## src/hw/rtl/dbsd_pkg.sv

```systemverilog
// ----------------------------------------------------------------------------
// dbsd_pkg
// Shared widths, codes and register indexes of the dual byte sequence detector.
// ----------------------------------------------------------------------------
package dbsd_pkg;

    localparam int KIND_W    = 2;
    localparam int BYTE_W    = 8;
    localparam int VERDICT_W = 2;
    localparam int PAT_W     = 64;
    localparam int LEN_W     = 4;
    localparam int CFG_IDX_W = 3;
    localparam int CFG_DATA_W = 64;

    typedef logic [KIND_W-1:0]    wait_kind_t;
    typedef logic [BYTE_W-1:0]    rx_byte_t;
    typedef logic [VERDICT_W-1:0] verdict_t;
    typedef logic [PAT_W-1:0]     pattern_t;
    typedef logic [LEN_W-1:0]     length_t;
    typedef logic [CFG_IDX_W-1:0] cfg_index_t;

    // Wait kinds
    localparam wait_kind_t WAIT_GUARD = 2'd0;
    localparam wait_kind_t WAIT_ENTRY = 2'd1;

    // Verdict codes
    localparam verdict_t VERDICT_NONE   = 2'd0;
    localparam verdict_t VERDICT_FIRST  = 2'd1;
    localparam verdict_t VERDICT_SECOND = 2'd2;

    // Register indexes
    localparam cfg_index_t REG_MATCHING_ENABLED     = 3'd0;
    localparam cfg_index_t REG_GUARD_PATTERN        = 3'd1;
    localparam cfg_index_t REG_GUARD_LENGTH         = 3'd2;
    localparam cfg_index_t REG_ENTRY_PATTERN_FIRST  = 3'd3;
    localparam cfg_index_t REG_ENTRY_FIRST_LENGTH   = 3'd4;
    localparam cfg_index_t REG_ENTRY_PATTERN_SECOND = 3'd5;
    localparam cfg_index_t REG_ENTRY_SECOND_LENGTH  = 3'd6;

    localparam rx_byte_t WILDCARD_BYTE = 8'h01;

endpackage

```

## src/hw/rtl/dbsd_if.sv

```systemverilog
// ----------------------------------------------------------------------------
// dbsd_in_if / dbsd_out_if
// Valid/ready channels carrying received bytes in and verdicts out.
// ----------------------------------------------------------------------------
interface dbsd_in_if import dbsd_pkg::*; ();
    logic       valid;
    logic       ready;
    wait_kind_t wait_kind;
    rx_byte_t   rx_byte;

    modport source (output valid, output wait_kind, output rx_byte, input ready);
    modport sink   (input valid, input wait_kind, input rx_byte, output ready);
endinterface

interface dbsd_out_if import dbsd_pkg::*; ();
    logic     valid;
    logic     ready;
    verdict_t verdict;

    modport source (output valid, output verdict, input ready);
    modport sink   (input valid, input verdict, output ready);
endinterface

```

## src/hw/rtl/dual_byte_sequence_detector_core.sv

```systemverilog
// ----------------------------------------------------------------------------
// dual_byte_sequence_detector_core
// Matches a received byte stream against a guard pattern or a pair of entry
// patterns, with 0x01 as a wildcard pattern byte.
// ----------------------------------------------------------------------------
// The verdict is registered and valid in the cycle after its item is accepted.
// Throughput: one item per cycle; the index update of each pattern is a
// single compare and increment done in the accept cycle.
// The output register decouples the sides: a new item is taken while a
// verdict waits, unless that verdict is stalled by the sink.
// Reset clears the detector to idle and the registers to their defaults.
module dual_byte_sequence_detector_core
    import dbsd_pkg::*;
#(
    parameter int MAX_PATTERN_BYTES = 8
)
(
    input  logic              clk,
    input  logic              rst_n,
    dbsd_in_if.sink           in_ch,
    dbsd_out_if.source        out_ch,
    input  logic              cfg_we,
    input  cfg_index_t        cfg_index,
    input  logic [CFG_DATA_W-1:0] cfg_data
);

    localparam int IDX_W = (MAX_PATTERN_BYTES > 1) ? $clog2(MAX_PATTERN_BYTES) : 1;
    localparam length_t MAX_LEN = LEN_W'(MAX_PATTERN_BYTES);

    typedef logic [IDX_W-1:0] idx_t;

    // Configuration registers
    logic     matching_enabled_reg;
    pattern_t guard_pattern_reg;
    length_t  guard_length_reg;
    pattern_t entry_pattern_first_reg;
    length_t  entry_first_length_reg;
    pattern_t entry_pattern_second_reg;
    length_t  entry_second_length_reg;

    // Detector state
    logic armed_reg,      armed_next;
    logic entry_mode_reg, entry_mode_next;
    idx_t first_idx_reg,  first_idx_next;
    idx_t second_idx_reg, second_idx_next;

    // Output register
    logic     out_valid_reg;
    verdict_t verdict_reg;

    logic     accept;
    logic     cfg_hit;
    logic     mode;
    idx_t     first_idx;
    idx_t     second_idx;
    pattern_t first_pattern;
    length_t  first_len;
    logic     first_hit;
    logic     first_done;
    logic     second_hit;
    logic     second_done;
    verdict_t item_verdict;

    function automatic length_t eff_len(input length_t len);
        length_t r;
        if (len == '0)
            r = LEN_W'(1);
        else if (len > MAX_LEN)
            r = MAX_LEN;
        else
            r = len;
        return r;
    endfunction

    function automatic logic byte_hit(input pattern_t pat, input idx_t i, input rx_byte_t b);
        rx_byte_t pb;
        pb = pat[{i, 3'b000} +: BYTE_W];
        return (pb == b) || (pb == WILDCARD_BYTE);
    endfunction

    function automatic logic at_end(input idx_t i, input length_t len);
        return (LEN_W'(i) + LEN_W'(1)) >= eff_len(len);
    endfunction

    assign in_ch.ready   = !out_valid_reg || out_ch.ready;
    assign accept        = in_ch.valid && in_ch.ready;
    assign out_ch.valid  = out_valid_reg;
    assign out_ch.verdict = verdict_reg;
    assign cfg_hit       = cfg_we && (cfg_index <= REG_ENTRY_SECOND_LENGTH);

    // When idle the incoming wait kind chooses the patterns and indices restart
    assign mode       = armed_reg ? entry_mode_reg : (in_ch.wait_kind == WAIT_ENTRY);
    assign first_idx  = armed_reg ? first_idx_reg  : '0;
    assign second_idx = armed_reg ? second_idx_reg : '0;

    assign first_pattern = mode ? entry_pattern_first_reg : guard_pattern_reg;
    assign first_len     = mode ? entry_first_length_reg  : guard_length_reg;

    assign first_hit   = byte_hit(first_pattern, first_idx, in_ch.rx_byte);
    assign first_done  = first_hit && at_end(first_idx, first_len);
    assign second_hit  = byte_hit(entry_pattern_second_reg, second_idx, in_ch.rx_byte);
    assign second_done = second_hit && at_end(second_idx, entry_second_length_reg);

    always_comb
    begin
        armed_next      = armed_reg;
        entry_mode_next = entry_mode_reg;
        first_idx_next  = first_idx_reg;
        second_idx_next = second_idx_reg;
        item_verdict    = VERDICT_FIRST;
        if (!matching_enabled_reg)
        begin
            item_verdict = VERDICT_FIRST;
        end
        else if (!armed_reg && (in_ch.wait_kind != WAIT_GUARD)
                 && (in_ch.wait_kind != WAIT_ENTRY))
        begin
            item_verdict = VERDICT_FIRST;
        end
        else if (first_done)
        begin
            armed_next      = 1'b0;
            entry_mode_next = 1'b0;
            first_idx_next  = '0;
            second_idx_next = '0;
            item_verdict    = VERDICT_FIRST;
        end
        else if (mode && second_done)
        begin
            armed_next      = 1'b0;
            entry_mode_next = 1'b0;
            first_idx_next  = '0;
            second_idx_next = '0;
            item_verdict    = VERDICT_SECOND;
        end
        else
        begin
            armed_next      = 1'b1;
            entry_mode_next = mode;
            first_idx_next  = first_hit ? first_idx + IDX_W'(1) : '0;
            if (mode)
                second_idx_next = second_hit ? second_idx + IDX_W'(1) : '0;
            else
                second_idx_next = second_idx;
            item_verdict    = VERDICT_NONE;
        end
    end

    always_ff @(posedge clk or negedge rst_n)
    begin
        if (!rst_n)
        begin
            matching_enabled_reg     <= 1'b0;
            guard_pattern_reg        <= '0;
            guard_length_reg         <= LEN_W'(1);
            entry_pattern_first_reg  <= '0;
            entry_first_length_reg   <= LEN_W'(1);
            entry_pattern_second_reg <= '0;
            entry_second_length_reg  <= LEN_W'(1);
        end
        else if (cfg_we)
        begin
            unique case (cfg_index)
                REG_MATCHING_ENABLED:     matching_enabled_reg     <= cfg_data[0];
                REG_GUARD_PATTERN:        guard_pattern_reg        <= cfg_data;
                REG_GUARD_LENGTH:         guard_length_reg         <= cfg_data[LEN_W-1:0];
                REG_ENTRY_PATTERN_FIRST:  entry_pattern_first_reg  <= cfg_data;
                REG_ENTRY_FIRST_LENGTH:   entry_first_length_reg   <= cfg_data[LEN_W-1:0];
                REG_ENTRY_PATTERN_SECOND: entry_pattern_second_reg <= cfg_data;
                REG_ENTRY_SECOND_LENGTH:  entry_second_length_reg  <= cfg_data[LEN_W-1:0];
                default: ;
            endcase
        end
    end

    always_ff @(posedge clk or negedge rst_n)
    begin
        if (!rst_n)
        begin
            armed_reg      <= 1'b0;
            entry_mode_reg <= 1'b0;
            first_idx_reg  <= '0;
            second_idx_reg <= '0;
        end
        else if (cfg_hit)
        begin
            // Drop any partial match on a register write
            armed_reg      <= 1'b0;
            entry_mode_reg <= 1'b0;
            first_idx_reg  <= '0;
            second_idx_reg <= '0;
        end
        else if (accept)
        begin
            armed_reg      <= armed_next;
            entry_mode_reg <= entry_mode_next;
            first_idx_reg  <= first_idx_next;
            second_idx_reg <= second_idx_next;
        end
    end

    always_ff @(posedge clk or negedge rst_n)
    begin
        if (!rst_n)
        begin
            out_valid_reg <= 1'b0;
        end
        else if (accept)
        begin
            out_valid_reg <= 1'b1;
        end
        else if (out_ch.ready)
        begin
            out_valid_reg <= 1'b0;
        end
    end

    always_ff @(posedge clk)
    begin
        if (accept)
            verdict_reg <= item_verdict;
    end

    // A completed match always returns the detector to idle
    assert property (@(posedge clk) disable iff (!rst_n)
        accept && matching_enabled_reg && (item_verdict != VERDICT_NONE) |=> !armed_reg)
        else $error("detector still armed after a match");

    // With matching disabled every item passes
    assert property (@(posedge clk) disable iff (!rst_n)
        accept && !matching_enabled_reg |=> out_valid_reg && (verdict_reg == VERDICT_FIRST))
        else $error("pass verdict missing with matching disabled");

    // Input stalls only behind a waiting verdict
    assert property (@(posedge clk) disable iff (!rst_n)
        !in_ch.ready |-> out_valid_reg && !out_ch.ready)
        else $error("input stalled without a pending verdict");

    // A guard match never reports the second pattern
    assert property (@(posedge clk) disable iff (!rst_n)
        accept && !mode |-> item_verdict != VERDICT_SECOND)
        else $error("second verdict in guard mode");

endmodule

```

## src/flat_wrapper.sv

```systemverilog
// flat-port wrapper written by rule: the top's interface ports become plain ports
module dual_byte_sequence_detector_core_flat import dbsd_pkg::*;
#(
    parameter int MAX_PATTERN_BYTES = 8
)
  (clk, rst_n, cfg_we, cfg_index, cfg_data, in_ch_valid, in_ch_wait_kind, in_ch_rx_byte, in_ch_ready, out_ch_valid, out_ch_verdict, out_ch_ready);
  dbsd_in_if in_ch_i ();
  dbsd_out_if out_ch_i ();
  input  logic clk;
  input  logic rst_n;
  input  logic cfg_we;
  input  cfg_index_t cfg_index;
  input  logic [CFG_DATA_W-1:0] cfg_data;
  input wire logic [$bits(in_ch_i.valid)-1:0] in_ch_valid;
  input wire logic [$bits(in_ch_i.wait_kind)-1:0] in_ch_wait_kind;
  input wire logic [$bits(in_ch_i.rx_byte)-1:0] in_ch_rx_byte;
  output wire logic [$bits(in_ch_i.ready)-1:0] in_ch_ready;
  output wire logic [$bits(out_ch_i.valid)-1:0] out_ch_valid;
  output wire logic [$bits(out_ch_i.verdict)-1:0] out_ch_verdict;
  input wire logic [$bits(out_ch_i.ready)-1:0] out_ch_ready;
  assign in_ch_i.valid = in_ch_valid;
  assign in_ch_i.wait_kind = in_ch_wait_kind;
  assign in_ch_i.rx_byte = in_ch_rx_byte;
  assign in_ch_ready = in_ch_i.ready;
  assign out_ch_valid = out_ch_i.valid;
  assign out_ch_verdict = out_ch_i.verdict;
  assign out_ch_i.ready = out_ch_ready;
  dual_byte_sequence_detector_core #(.MAX_PATTERN_BYTES(MAX_PATTERN_BYTES)) u_core (.clk(clk), .rst_n(rst_n), .in_ch(in_ch_i), .out_ch(out_ch_i), .cfg_we(cfg_we), .cfg_index(cfg_index), .cfg_data(cfg_data));
endmodule
```

## config.mk

```make
export PLATFORM = sky130hd
export DESIGN_NAME = dual_byte_sequence_detector_core_flat
export DESIGN_NICKNAME = d
export VERILOG_FILES = /design/src/hw/rtl/dbsd_pkg.sv /design/src/hw/rtl/dbsd_if.sv /design/src/hw/rtl/dual_byte_sequence_detector_core.sv /design/src/flat_wrapper.sv
export SDC_FILE = /design/constraint.sdc
export NUM_CORES = 1
export LEC_CHECK = 0
export BUFFER_PORTS_ARGS = -buffer_cell sky130_fd_sc_hd__buf_2
export CAP_MARGIN = 20
export CORE_MARGIN = 2
export CORE_UTILIZATION = 46
export CTS_CLUSTER_SIZE = 14
export DETAILED_ROUTE_END_ITERATION = 16
export SETUP_SLACK_MARGIN = 0.1
export SYNTH_ARGS = -nofsm -noshare
export SYNTH_HDL_FRONTEND = slang
export SYNTH_SLANG_ARGS = --single-unit
```

## constraint.sdc

```tcl
create_clock -name clk -period 3.9 [get_ports clk]
set_clock_uncertainty 0.15 [all_clocks]
set_input_delay 0 -clock clk [delete_from_list [all_inputs] [get_ports clk]]
set_output_delay 0 -clock clk [all_outputs]
set_load 0.005 [all_outputs]
```

==> flow_summary.ini, run 1 <==
[critical_path]
r2r_start = u_core.armed_reg
worst-path-buf-inv = 2
arrival_ps = 3600
crit_chain = buf_4 -> clkinv_1 -> a21boi_0 -> a221oi_1 -> or4_1 -> nand2_1 -> o41ai_2 -> a21oi_2 -> nor2_1 -> or2_2
slowest_delay_ps = 520
ff2ff_path_depth = 10
worstPathRequired_ps = 4010
cp_slowest_cell = or4_1
endpoint_kind = flip-flop
critPathKind = flip-flop to flip-flop
worst-r2r-setup-slack_ps = 410
path_max_fanout = 49
timing.rr.end = u_core.out_ch.verdict[0]
crit_path_start_kind = flip-flop
critPathTopFamily = simple AND/OR/NAND/NOR gates

[timing]
maxSlewHeadroom_pct = 32.3
period_share_pct = 89.5
rsz0062_at_grt = false
whs_ps = -16.4
timing.setup.tns_ps = 0
finalWorstSetupSlack_ps = 410
min_period_ps = 3490
setup_viol = 0
hold_violations = 13
maxSlewViolCount = 0
worst_pin_slew_ps = 1010
fmax_ghz = 0.287

[power_and_ir_drop]
net-switching-power_mw = 1.79
pwr-share-clk_pct = 33.4
switching_share_pct = 27.6
p_int_mw = 4.69
peakVddDrop_uv = 435
combPwrFrac_pct = 20.1
leakage_nw = 5.53
power_density_nw_per_um2 = 492
seqPwrFrac_pct = 46.5

[routing]
ant_nets = 0
highest_layer = met4
wl_um = 28700
wl_met1_um = 13400
drt_first_pass_iters = 7
vias = 7590
routed-wl-met3_um = 1410
wl_met2_um = 13000
post_drt_wl_per_cell_um = 21.3
drc = 0
vias_per_cell = 5.65
first_iter_violations = 510

[floorplanning]
die_w_um = 158
die_h_um = 158
io_pins = 86
rows = 56
initial_core_util_pct = 46.7
dieArea_um2 = 25000
coreArea_um2 = 23400

[clock_network]
cts.clk_slew.worst_paths_ps = 60
clock-root-buffer = clkbuf_16
insertion_delay_ps = 540
cts_resized = 0
cts_made_buffers = 24
cts_tree = yes
clk_path_buf_depth = 3
cts.sinks = 216
htreeDepth = 1

[cells_and_area]
layout-drive-gt1-share_pct = 37.6
final_util_pct = 56.2
syn2layout_area_growth_pct = 20.5
antennaDiodeCount = 0
nets = 1099
design_area_um2 = 13200

[synth]
synth_area_per_cell_um2 = 12.8
async_reset_ff_share_pct = 99.1
yosysUniqueCellTypes = 66
synth-seq-cells = 216
yosysSeqAreaShare_pct = 49.6
synth_nets = 946
yosysWarningCount = 0
postSynth.topFlopCell = dfrtp_1
synth-edff-count = 2
netlist_area_um2 = 10900
synthCells = 854

[status]
outcome = finished with violations
violations = negative hold slack

[global_route]
grt_pass1_wl_um = 44700
antenna_found_initial = 0
grt-ovfl-total = 0
grt_usage_pct = 23.6
grt_max_degree = 97
grt_pass1_vias = 7593

[placement]
placed_area_um2 = 11600
globalplace.congestion = 0.937
dpl.hpwl_um = 19000
pre_cts_slack_ps = 447
portBuffers = 85

[flow_run]
drv_cap = 0

[hold_path]
hold_class = primary input to async pin
through the flow:
stage          cells  power [mW]
6_report        1344        6.47
5_1_grt         1344        6.78
4_1_cts         1344        6.52
3_5_place_dp    1222        4.28
3_3_place_gp    1222        4.24
2_1_floorplan    854        3.83
power groups by stage:
stage / Clock (mW) / Sequential (mW) / Combinational, mW
2_1_floorplan: 0 / 2.92 / 0.909
3_3_place_gp: 0 / 3.03 / 1.21
3_5_place_dp: 0 / 3.04 / 1.24
4_1_cts: 2.20 / 3.01 / 1.31
5_1_grt: 2.29 / 3.07 / 1.42
6_report: 2.16 / 3.01 / 1.30
cells by family (layout without fill, tap and decap cells):
family	after synthesis	in the layout	share of synthesized area, %
muxes	276	276	29.5
DFF	216	216	49.6
and+or+nand+nor	146	146	7.03
AOI/OAI and AO/OA	119	119	8.07
buffers and inverters	66	237	2.99
xor gates and xnor gates	21	21	1.68
adders and majority gates	10	10	1.15
metal layers:
layer  up-vias  GRT usage, %
met5         -             0
li1       3477             -
met4         0          7.16
met1      3847          34.1
met2       210          36.7
met3        56          3.59
Yosys cell counts, drive strengths merged (5+ instances only):
cell type | instances | area [um^2]
a31oi | 8 | 50.1
o22ai | 10 | 62.6
mux4 | 15 | 338
a21oi | 8 | 43.8
nor2 | 28 | 108
nor3 | 9 | 45.0
a22oi | 6 | 45.0
mux2 | 212 | 2390
nand2 | 38 | 148
o21ai | 25 | 129
inv | 12 | 45.0
and2 | 8 | 50.1
o211ai | 6 | 45.0
a221oi | 5 | 43.8
a211oi | 7 | 57.6
mux2i | 49 | 490
xnor2 | 15 | 131
buf | 23 | 165
clkbuf | 29 | 109
ha | 10 | 125
a21o | 5 | 37.5
o221ai | 8 | 70.1
nor3b | 5 | 37.5
nand2b | 12 | 75.1
nand3 | 9 | 50.1
xor2 | 6 | 52.6
dfrtp | 211 | 5280
nor2b | 11 | 68.8
timing repair:
action | CTS | global route
setup buffers | 0 | 0
hold endpoints to repair | 307 | 0
hold buffers | 78 | 0
cell type report:
class                      instances  area (um^2)
inverter                          14         52.6
clock inverter                     9         60.1
tap                              319          399
multi-input combinational        572         5180
clock buffer                      35          692
sequential                       216         5420
timing repair buffer             179         1360
fill                            2015        10200
worst max-delay path by stage:
| stage | cells after the start | startpoint | endpoint | slack, ps |
|---|---|---|---|---|
| floorplan | 13 | u_core.armed_reg | u_core.out_ch.verdict[0] | 510 |
| global placement | 10 | u_core.armed_reg | u_core.out_ch.verdict[0] | 510 |
| detailed placement | 10 | u_core.armed_reg | u_core.out_ch.verdict[0] | 450 |
| CTS | 10 | u_core.armed_reg | u_core.out_ch.verdict[0] | 420 |
| global route | 12 | u_core.armed_reg | u_core.out_ch.verdict[0] | 110 |
| finish | 10 | u_core.armed_reg | u_core.out_ch.verdict[0] | 410 |
cell usage in the layout, fill, tap and decap left out, types with 4 or more instances in the layout:
cell type / count
a21o_1: 5
dfrtp_1: 210
nor2b_1: 11
nand3_1: 8
or2_2: 4
o211ai_1: 6
buf_2: 84
a221oi_1: 5
clkbuf_1: 6
clkbuf_16: 24
a211oi_1: 6
dlygate4sd3_1: 78
nor2_1: 27
nor3_1: 9
o22ai_1: 10
mux4_2: 15
o221ai_1: 8
or3_1: 4
nand4b_1: 4
clkinv_2: 7
mux2_2: 212
a21oi_1: 7
nor3b_1: 4
nand2b_1: 12
and2_1: 8
ha_1: 10
buf_4: 14
o21bai_1: 4
o21ai_0: 23
a22oi_1: 6
nand2_1: 36
xor2_1: 6
clkbuf_8: 6
a31oi_1: 8
inv_1: 12
o32a_1: 4
xnor2_1: 15
mux2i_1: 49
a32o_1: 4
No activity file was read; power rests on OpenSTA's default activity.
==> run 2: changes to the inputs <==
--- a/config.mk
+++ b/config.mk
@@ -7,6 +7,7 @@
 export LEC_CHECK = 0
 export BUFFER_PORTS_ARGS = -buffer_cell sky130_fd_sc_hd__buf_2
 export CAP_MARGIN = 20
+export CORE_ASPECT_RATIO = 1.5
 export CORE_MARGIN = 2
 export CORE_UTILIZATION = 46
 export CTS_CLUSTER_SIZE = 14
==> flow_summary.ini, run 2 (same netlist as run 1, synthesis figures left out) <==
[floorplanning]
io_pins = 86
dieArea_um2 = 25000
rows = 69
die_h_um = 193
coreArea_um2 = 23500
die_w_um = 130
initial_core_util_pct = 46.5

[routing]
drt_first_pass_iters = 5
first_iter_violations = 352
post_drt_wl_per_cell_um = 21.7
vias_per_cell = 5.66
wl_um = 29300
ant_nets = 0
vias = 7627
drc = 0

[cells_and_area]
antennaDiodeCount = 0
syn2layout_area_growth_pct = 21.3
final_util_pct = 56.4
nets = 1104
layout_common_cells = mux2_2 (212), dfrtp_1 (210), buf_2 (84), dlygate4sd3_1 (79), mux2i_1 (49)
fill_cells = 2033
layout-drive-gt1-share_pct = 37.9
design_area_um2 = 13200
mostFrequentLayoutCell = mux2_2

[critical_path]
endpoint = u_core.first_idx_reg[0]
worstPathRequired_ps = 4200
critPathKind = flip-flop to flip-flop
ff2ff_path_depth = 13
path_max_fanout = 12
timing.rr.end = u_core.first_idx_reg[0]
crit_start = u_core.armed_reg
arrival_ps = 3850
worst-r2r-setup-slack_ps = 350
endpoint_kind = flip-flop
r2r_start = u_core.armed_reg
crit_path_start_kind = flip-flop

[timing]
maxSlewHeadroom_pct = 34.4
hold_violations = 0
maxSlewViolCount = 0
worst_pin_slew_ps = 983
min_period_ps = 3550
timing.setup.tns_ps = 0
period_share_pct = 91.0
fmax_ghz = 0.282
rsz0062_at_grt = false
setup_viol = 0

[placement]
globalplace.congestion = 0.995
placed_area_um2 = 11700
portBuffers = 85
dpl.hpwl_um = 20300

[clock_network]
htreeDepth = 1
cts_made_buffers = 23
cts.sinks = 216
cts_resized = 0
cts_tree = yes
cts.clk_slew.worst_paths_ps = 60
clk_path_buf_depth = 3
insertion_delay_ps = 520
clock-root-buffer = clkbuf_16

[power_and_ir_drop]
switching_share_pct = 27.1
combPwrFrac_pct = 20.0
pwr-share-clk_pct = 33.7
net-switching-power_mw = 1.77
power_density_nw_per_um2 = 493
p_int_mw = 4.76
leakage_nw = 5.58
fin_total_pwr_mw = 6.53
peakVddDrop_uv = 333
seqPwrFrac_pct = 46.3

[global_route]
grt-ovfl-total = 0
grt_max_degree = 93
antenna_found_initial = 0
grt_pass1_vias = 7889
grt_usage_pct = 24.2
grt_pass1_wl_um = 45900

[flow_run]
drv_cap = 0

[hold_path]
hold_class = primary input to flip-flop

[status]
outcome = finished clean
## run 2: cell types whose count changed in the layout (fill, tap and decap cells not counted), sizes merged
cell	delta
buf	+5
bufinv	+2
clkbuf	-4
clkinv	-1
dlygate4sd3	+1
inv	+1
## run 2: power groups by stage
stage | clock [mW] | sequential (mW) | combinational, mW
after detailed placement | 0 | 3.06 | 1.24
after global placement | 0 | 3.06 | 1.21
after global routing | 2.33 | 3.08 | 1.43
after CTS | 2.26 | 3.03 | 1.32
final | 2.20 | 3.03 | 1.30
after floorplan | 0 | 2.92 | 0.909
## run 2: metrics by stage
stage	std cells	worst slack, ps	hold slack [ps]
after floorplan	854	514	-446
after global placement	1226	565	-60.5
after detailed placement	1226	401	-64.4
after CTS	1348	365	23.8
after global routing	1348	121	69.0
final	1348	349	36.2
## run 2: worst min-delay path by stage
| stage | end | startpoint | cells after the start | slack (ps) |
|---|---|---|---|---|
| final | u_core.out_ch.verdict[1] | in_ch_wait_kind[1] | 4 | 40 |
| after global routing | u_core.out_ch.verdict[1] | in_ch_wait_kind[1] | 4 | 70 |
| after CTS | u_core.out_ch.verdict[1] | in_ch_wait_kind[1] | 4 | 20 |
| after detailed placement | u_core.entry_pattern_first_reg[20] | rst_n | 1 | -60 |
| after global placement | u_core.out_ch.valid | rst_n | 1 | -60 |
| after floorplan | u_core.armed_reg | rst_n | 0 | -450 |
## run 2: routing by layer
layer / GRT usage, % / routed length [um] / share of wire, % / vias to the layer above
met2: 41.8 / 14800 / 51 / 193
met3: 2.97 / 1180 / 4.0 / 59
met5: 0 / 0 / 0 / -
li1: - / - / - / 3470
met1: 31.5 / 12400 / 42 / 3905
met4: 7.65 / 957 / 3.3 / 0
## run 2: layout make-up
| class | instances | area [um^2] | area share [%] |
|---|---|---|---|
| Tap cell | 319 | 399 | 3.01 |
| Timing Repair Buffer | 185 | 1440 | 10.9 |
| Clock buffer | 31 | 646 | 4.87 |
| Multi-Input combinational cell | 572 | 5180 | 39.1 |
| Inverter | 14 | 52.6 | 0.397 |
| Sequential cell | 216 | 5420 | 40.9 |
| Clock inverter | 11 | 109 | 0.822 |
## run 2: worst max-delay path: stages (launching register included)
cell	delay [ps]
dfrtp_1	530
and2_1	310
nor2_1	350
mux2i_1	460
o311a_1	250
ha_1	220
nand2b_1	140
a21o_1	170
a21o_1	170
a21oi_1	180
buf_4	160
nand2_1	60
nor2_2	150
a32o_1	180
## run 2: what timing repair did
item	4_1_cts	5_1_grt
hold buffers	80	0
buffers inserted	0	0
endpoints found under the hold margin	328	0
==> run 3: changes to the inputs <==
--- a/config.mk
+++ b/config.mk
@@ -12,6 +12,7 @@
 export CORE_UTILIZATION = 46
 export CTS_CLUSTER_SIZE = 14
 export DETAILED_ROUTE_END_ITERATION = 16
+export GPL_TIMING_DRIVEN = 0
 export SETUP_SLACK_MARGIN = 0.1
 export SYNTH_ARGS = -nofsm -noshare
 export SYNTH_HDL_FRONTEND = slang
==> flow_summary.ini, run 3 (same netlist as run 1, synthesis figures left out) <==
[status]
outcome = finished with violations
violations = negative hold slack

[clock_network]
cts.clk_slew.worst_paths_ps = 60
post-cts-setup-buffers = 0
clk_path_buf_depth = 3
clock-root-buffer = clkbuf_16
cts.sinks = 216
cts_made_buffers = 23
cts_tree = yes
insertion_delay_ps = 520
htreeDepth = 1

[routing]
drt_first_pass_iters = 5
drc = 0
first_iter_violations = 448
vias = 7796
wl_um = 31900
vias_per_cell = 5.69
ant_nets = 0
post_drt_wl_per_cell_um = 23.3

[timing]
maxSlewViolCount = 0
maxSlewHeadroom_pct = 24.1
fmax_ghz = 0.272
timing.setup.tns_ps = 0
hold_violations = 29
rsz0062_at_grt = false
worst_pin_slew_ps = 1140
min_period_ps = 3680
setup_viol = 0
finalWorstSetupSlack_ps = 220
period_share_pct = 94.4
whs_ps = -59.0

[critical_path]
ff2ff_path_depth = 11
timing.rr.end = u_core.out_ch.verdict[0]
crit_chain = buf_2 -> buf_2 -> buf_2 -> mux4_2 -> xnor2_1 -> a21oi_1 -> o211ai_1 -> o41ai_2 -> a21oi_2 -> nor2_1 -> or2_2
slowest_delay_ps = 450
crit_path_start_kind = flip-flop
r2r_start = u_core.first_idx_reg[0]
path_max_fanout = 10
worstPathRequired_ps = 4010
worst-r2r-setup-slack_ps = 220
cp_slowest_cell = mux4_2
path_common_cell = buf_2
arrival_ps = 3790
endpoint_kind = flip-flop
critPathKind = flip-flop to flip-flop
critPathTopFamily = buffers and inverters
worst-path-buf-inv = 3

[cells_and_area]
seqCellArea_um2 = 5420
fill_cells = 2120
design_area_um2 = 13200
antennaDiodeCount = 0
multi_input_area_um2 = 5200
layout_common_cells = mux2_2 (212), dfrtp_1 (211), buf_2 (96), dlygate4sd3_1 (75), mux2i_1 (49)
nets = 1128
mostFrequentLayoutCell = mux2_2
syn2layout_area_growth_pct = 21.2
layout-drive-gt1-share_pct = 36.6
fin_cells = 1371

[placement]
dpl.hpwl_um = 23100
globalplace.congestion = 1.01
portBuffers = 83
dpl.cell_count = 1257
placed_area_um2 = 11800
pre_cts_slack_ps = -312

[power_and_ir_drop]
peakVddDrop_uv = 365
power_density_nw_per_um2 = 483
leakage_nw = 5.57

[global_route]
grt_pass1_wl_um = 48200
grt_max_degree = 115
grt-ovfl-total = 0
grt_pass1_vias = 7982
antenna_found_initial = 0
grt_usage_pct = 26.1

[floorplanning]
dieArea_um2 = 25000
rows = 69
io_pins = 86
coreArea_um2 = 23500
die_h_um = 193
initial_core_util_pct = 46.5
die_w_um = 130

[hold_path]
hold_class = primary input to async pin

[flow_run]
drv_cap = 0
run 3: changes by cell type in the layout (fill, tap and decap cells not counted), moves of 2 or more:
cell           change
clkbuf_1          +32
buf_4             -15
bufinv_16          -2
buf_2             +12
buf_12             -2
dlygate4sd3_1      -4
buf_6              +5
clkinv_2           -6
run 3: area by class of cell:
cell class / count / share of cell area (%)
plain buffers: 50 / 2.01
clock buffers: 36 / 5.02
clock inverters: 5 / 0.265
repair buffers: 159 / 9.09
multi-input cells: 572 / 39.3
inverters: 14 / 0.397
well taps: 319 / 3.02
flip-flops and latches: 216 / 40.9
run 3: routing by layer:
| layer | routed length, um | global-route usage, % | up-vias |
|---|---|---|---|
| li1 | - | - | 3520 |
| met1 | 12500 | 31.6 | 3945 |
| met2 | 16100 | 45.5 | 249 |
| met3 | 1650 | 3.83 | 82 |
| met4 | 1630 | 12.3 | 0 |
| met5 | 0 | 0 | - |
run 3: power breakdown:
part	switching, mW	total [mW]	internal (mW)
clock network	0.885	2.06	1.17
logic	0.601	1.34	0.736
registers	0.277	3.00	2.72
run 3: worst max path at each step:
stage	start	to	slack, ps	cells past startpoint
6_report	u_core.first_idx_reg[0]	u_core.out_ch.verdict[0]	220	11
5_1_grt	u_core.armed_reg	u_core.out_ch.verdict[0]	100	13
2_1_floorplan	u_core.armed_reg	u_core.out_ch.verdict[0]	510	13
3_5_place_dp	u_core.armed_reg	u_core.out_ch.verdict[0]	-310	13
4_1_cts	u_core.armed_reg	u_core.out_ch.verdict[0]	170	13
3_3_place_gp	rst_n	u_core.guard_pattern_reg[43]	-1120	1
run 3: stage by stage:
step	util, %	power, mW
final	56.4	6.39
after floorplan	-	3.83
after CTS	56.3	6.43
after global placement	50.0	4.25
after detailed placement	50.1	4.30
after global routing	56.4	6.69
run 3: what timing repair did:
item	4_1_cts	5_1_grt
gates resized for setup	3	2
hold buffers	75	0
endpoints found under the setup margin	10	7
hold endpoints to repair	313	0
run 3: worst register-to-register path, cell delays in order (launching register included):
cell and delay, ps:
dfrtp_1 380, buf_2 270, buf_2 340, buf_2 440, mux4_2 460, xnor2_1 170, a21oi_1 90, o211ai_1 250
o41ai_2 130, a21oi_2 360, nor2_1 100, or2_2 290
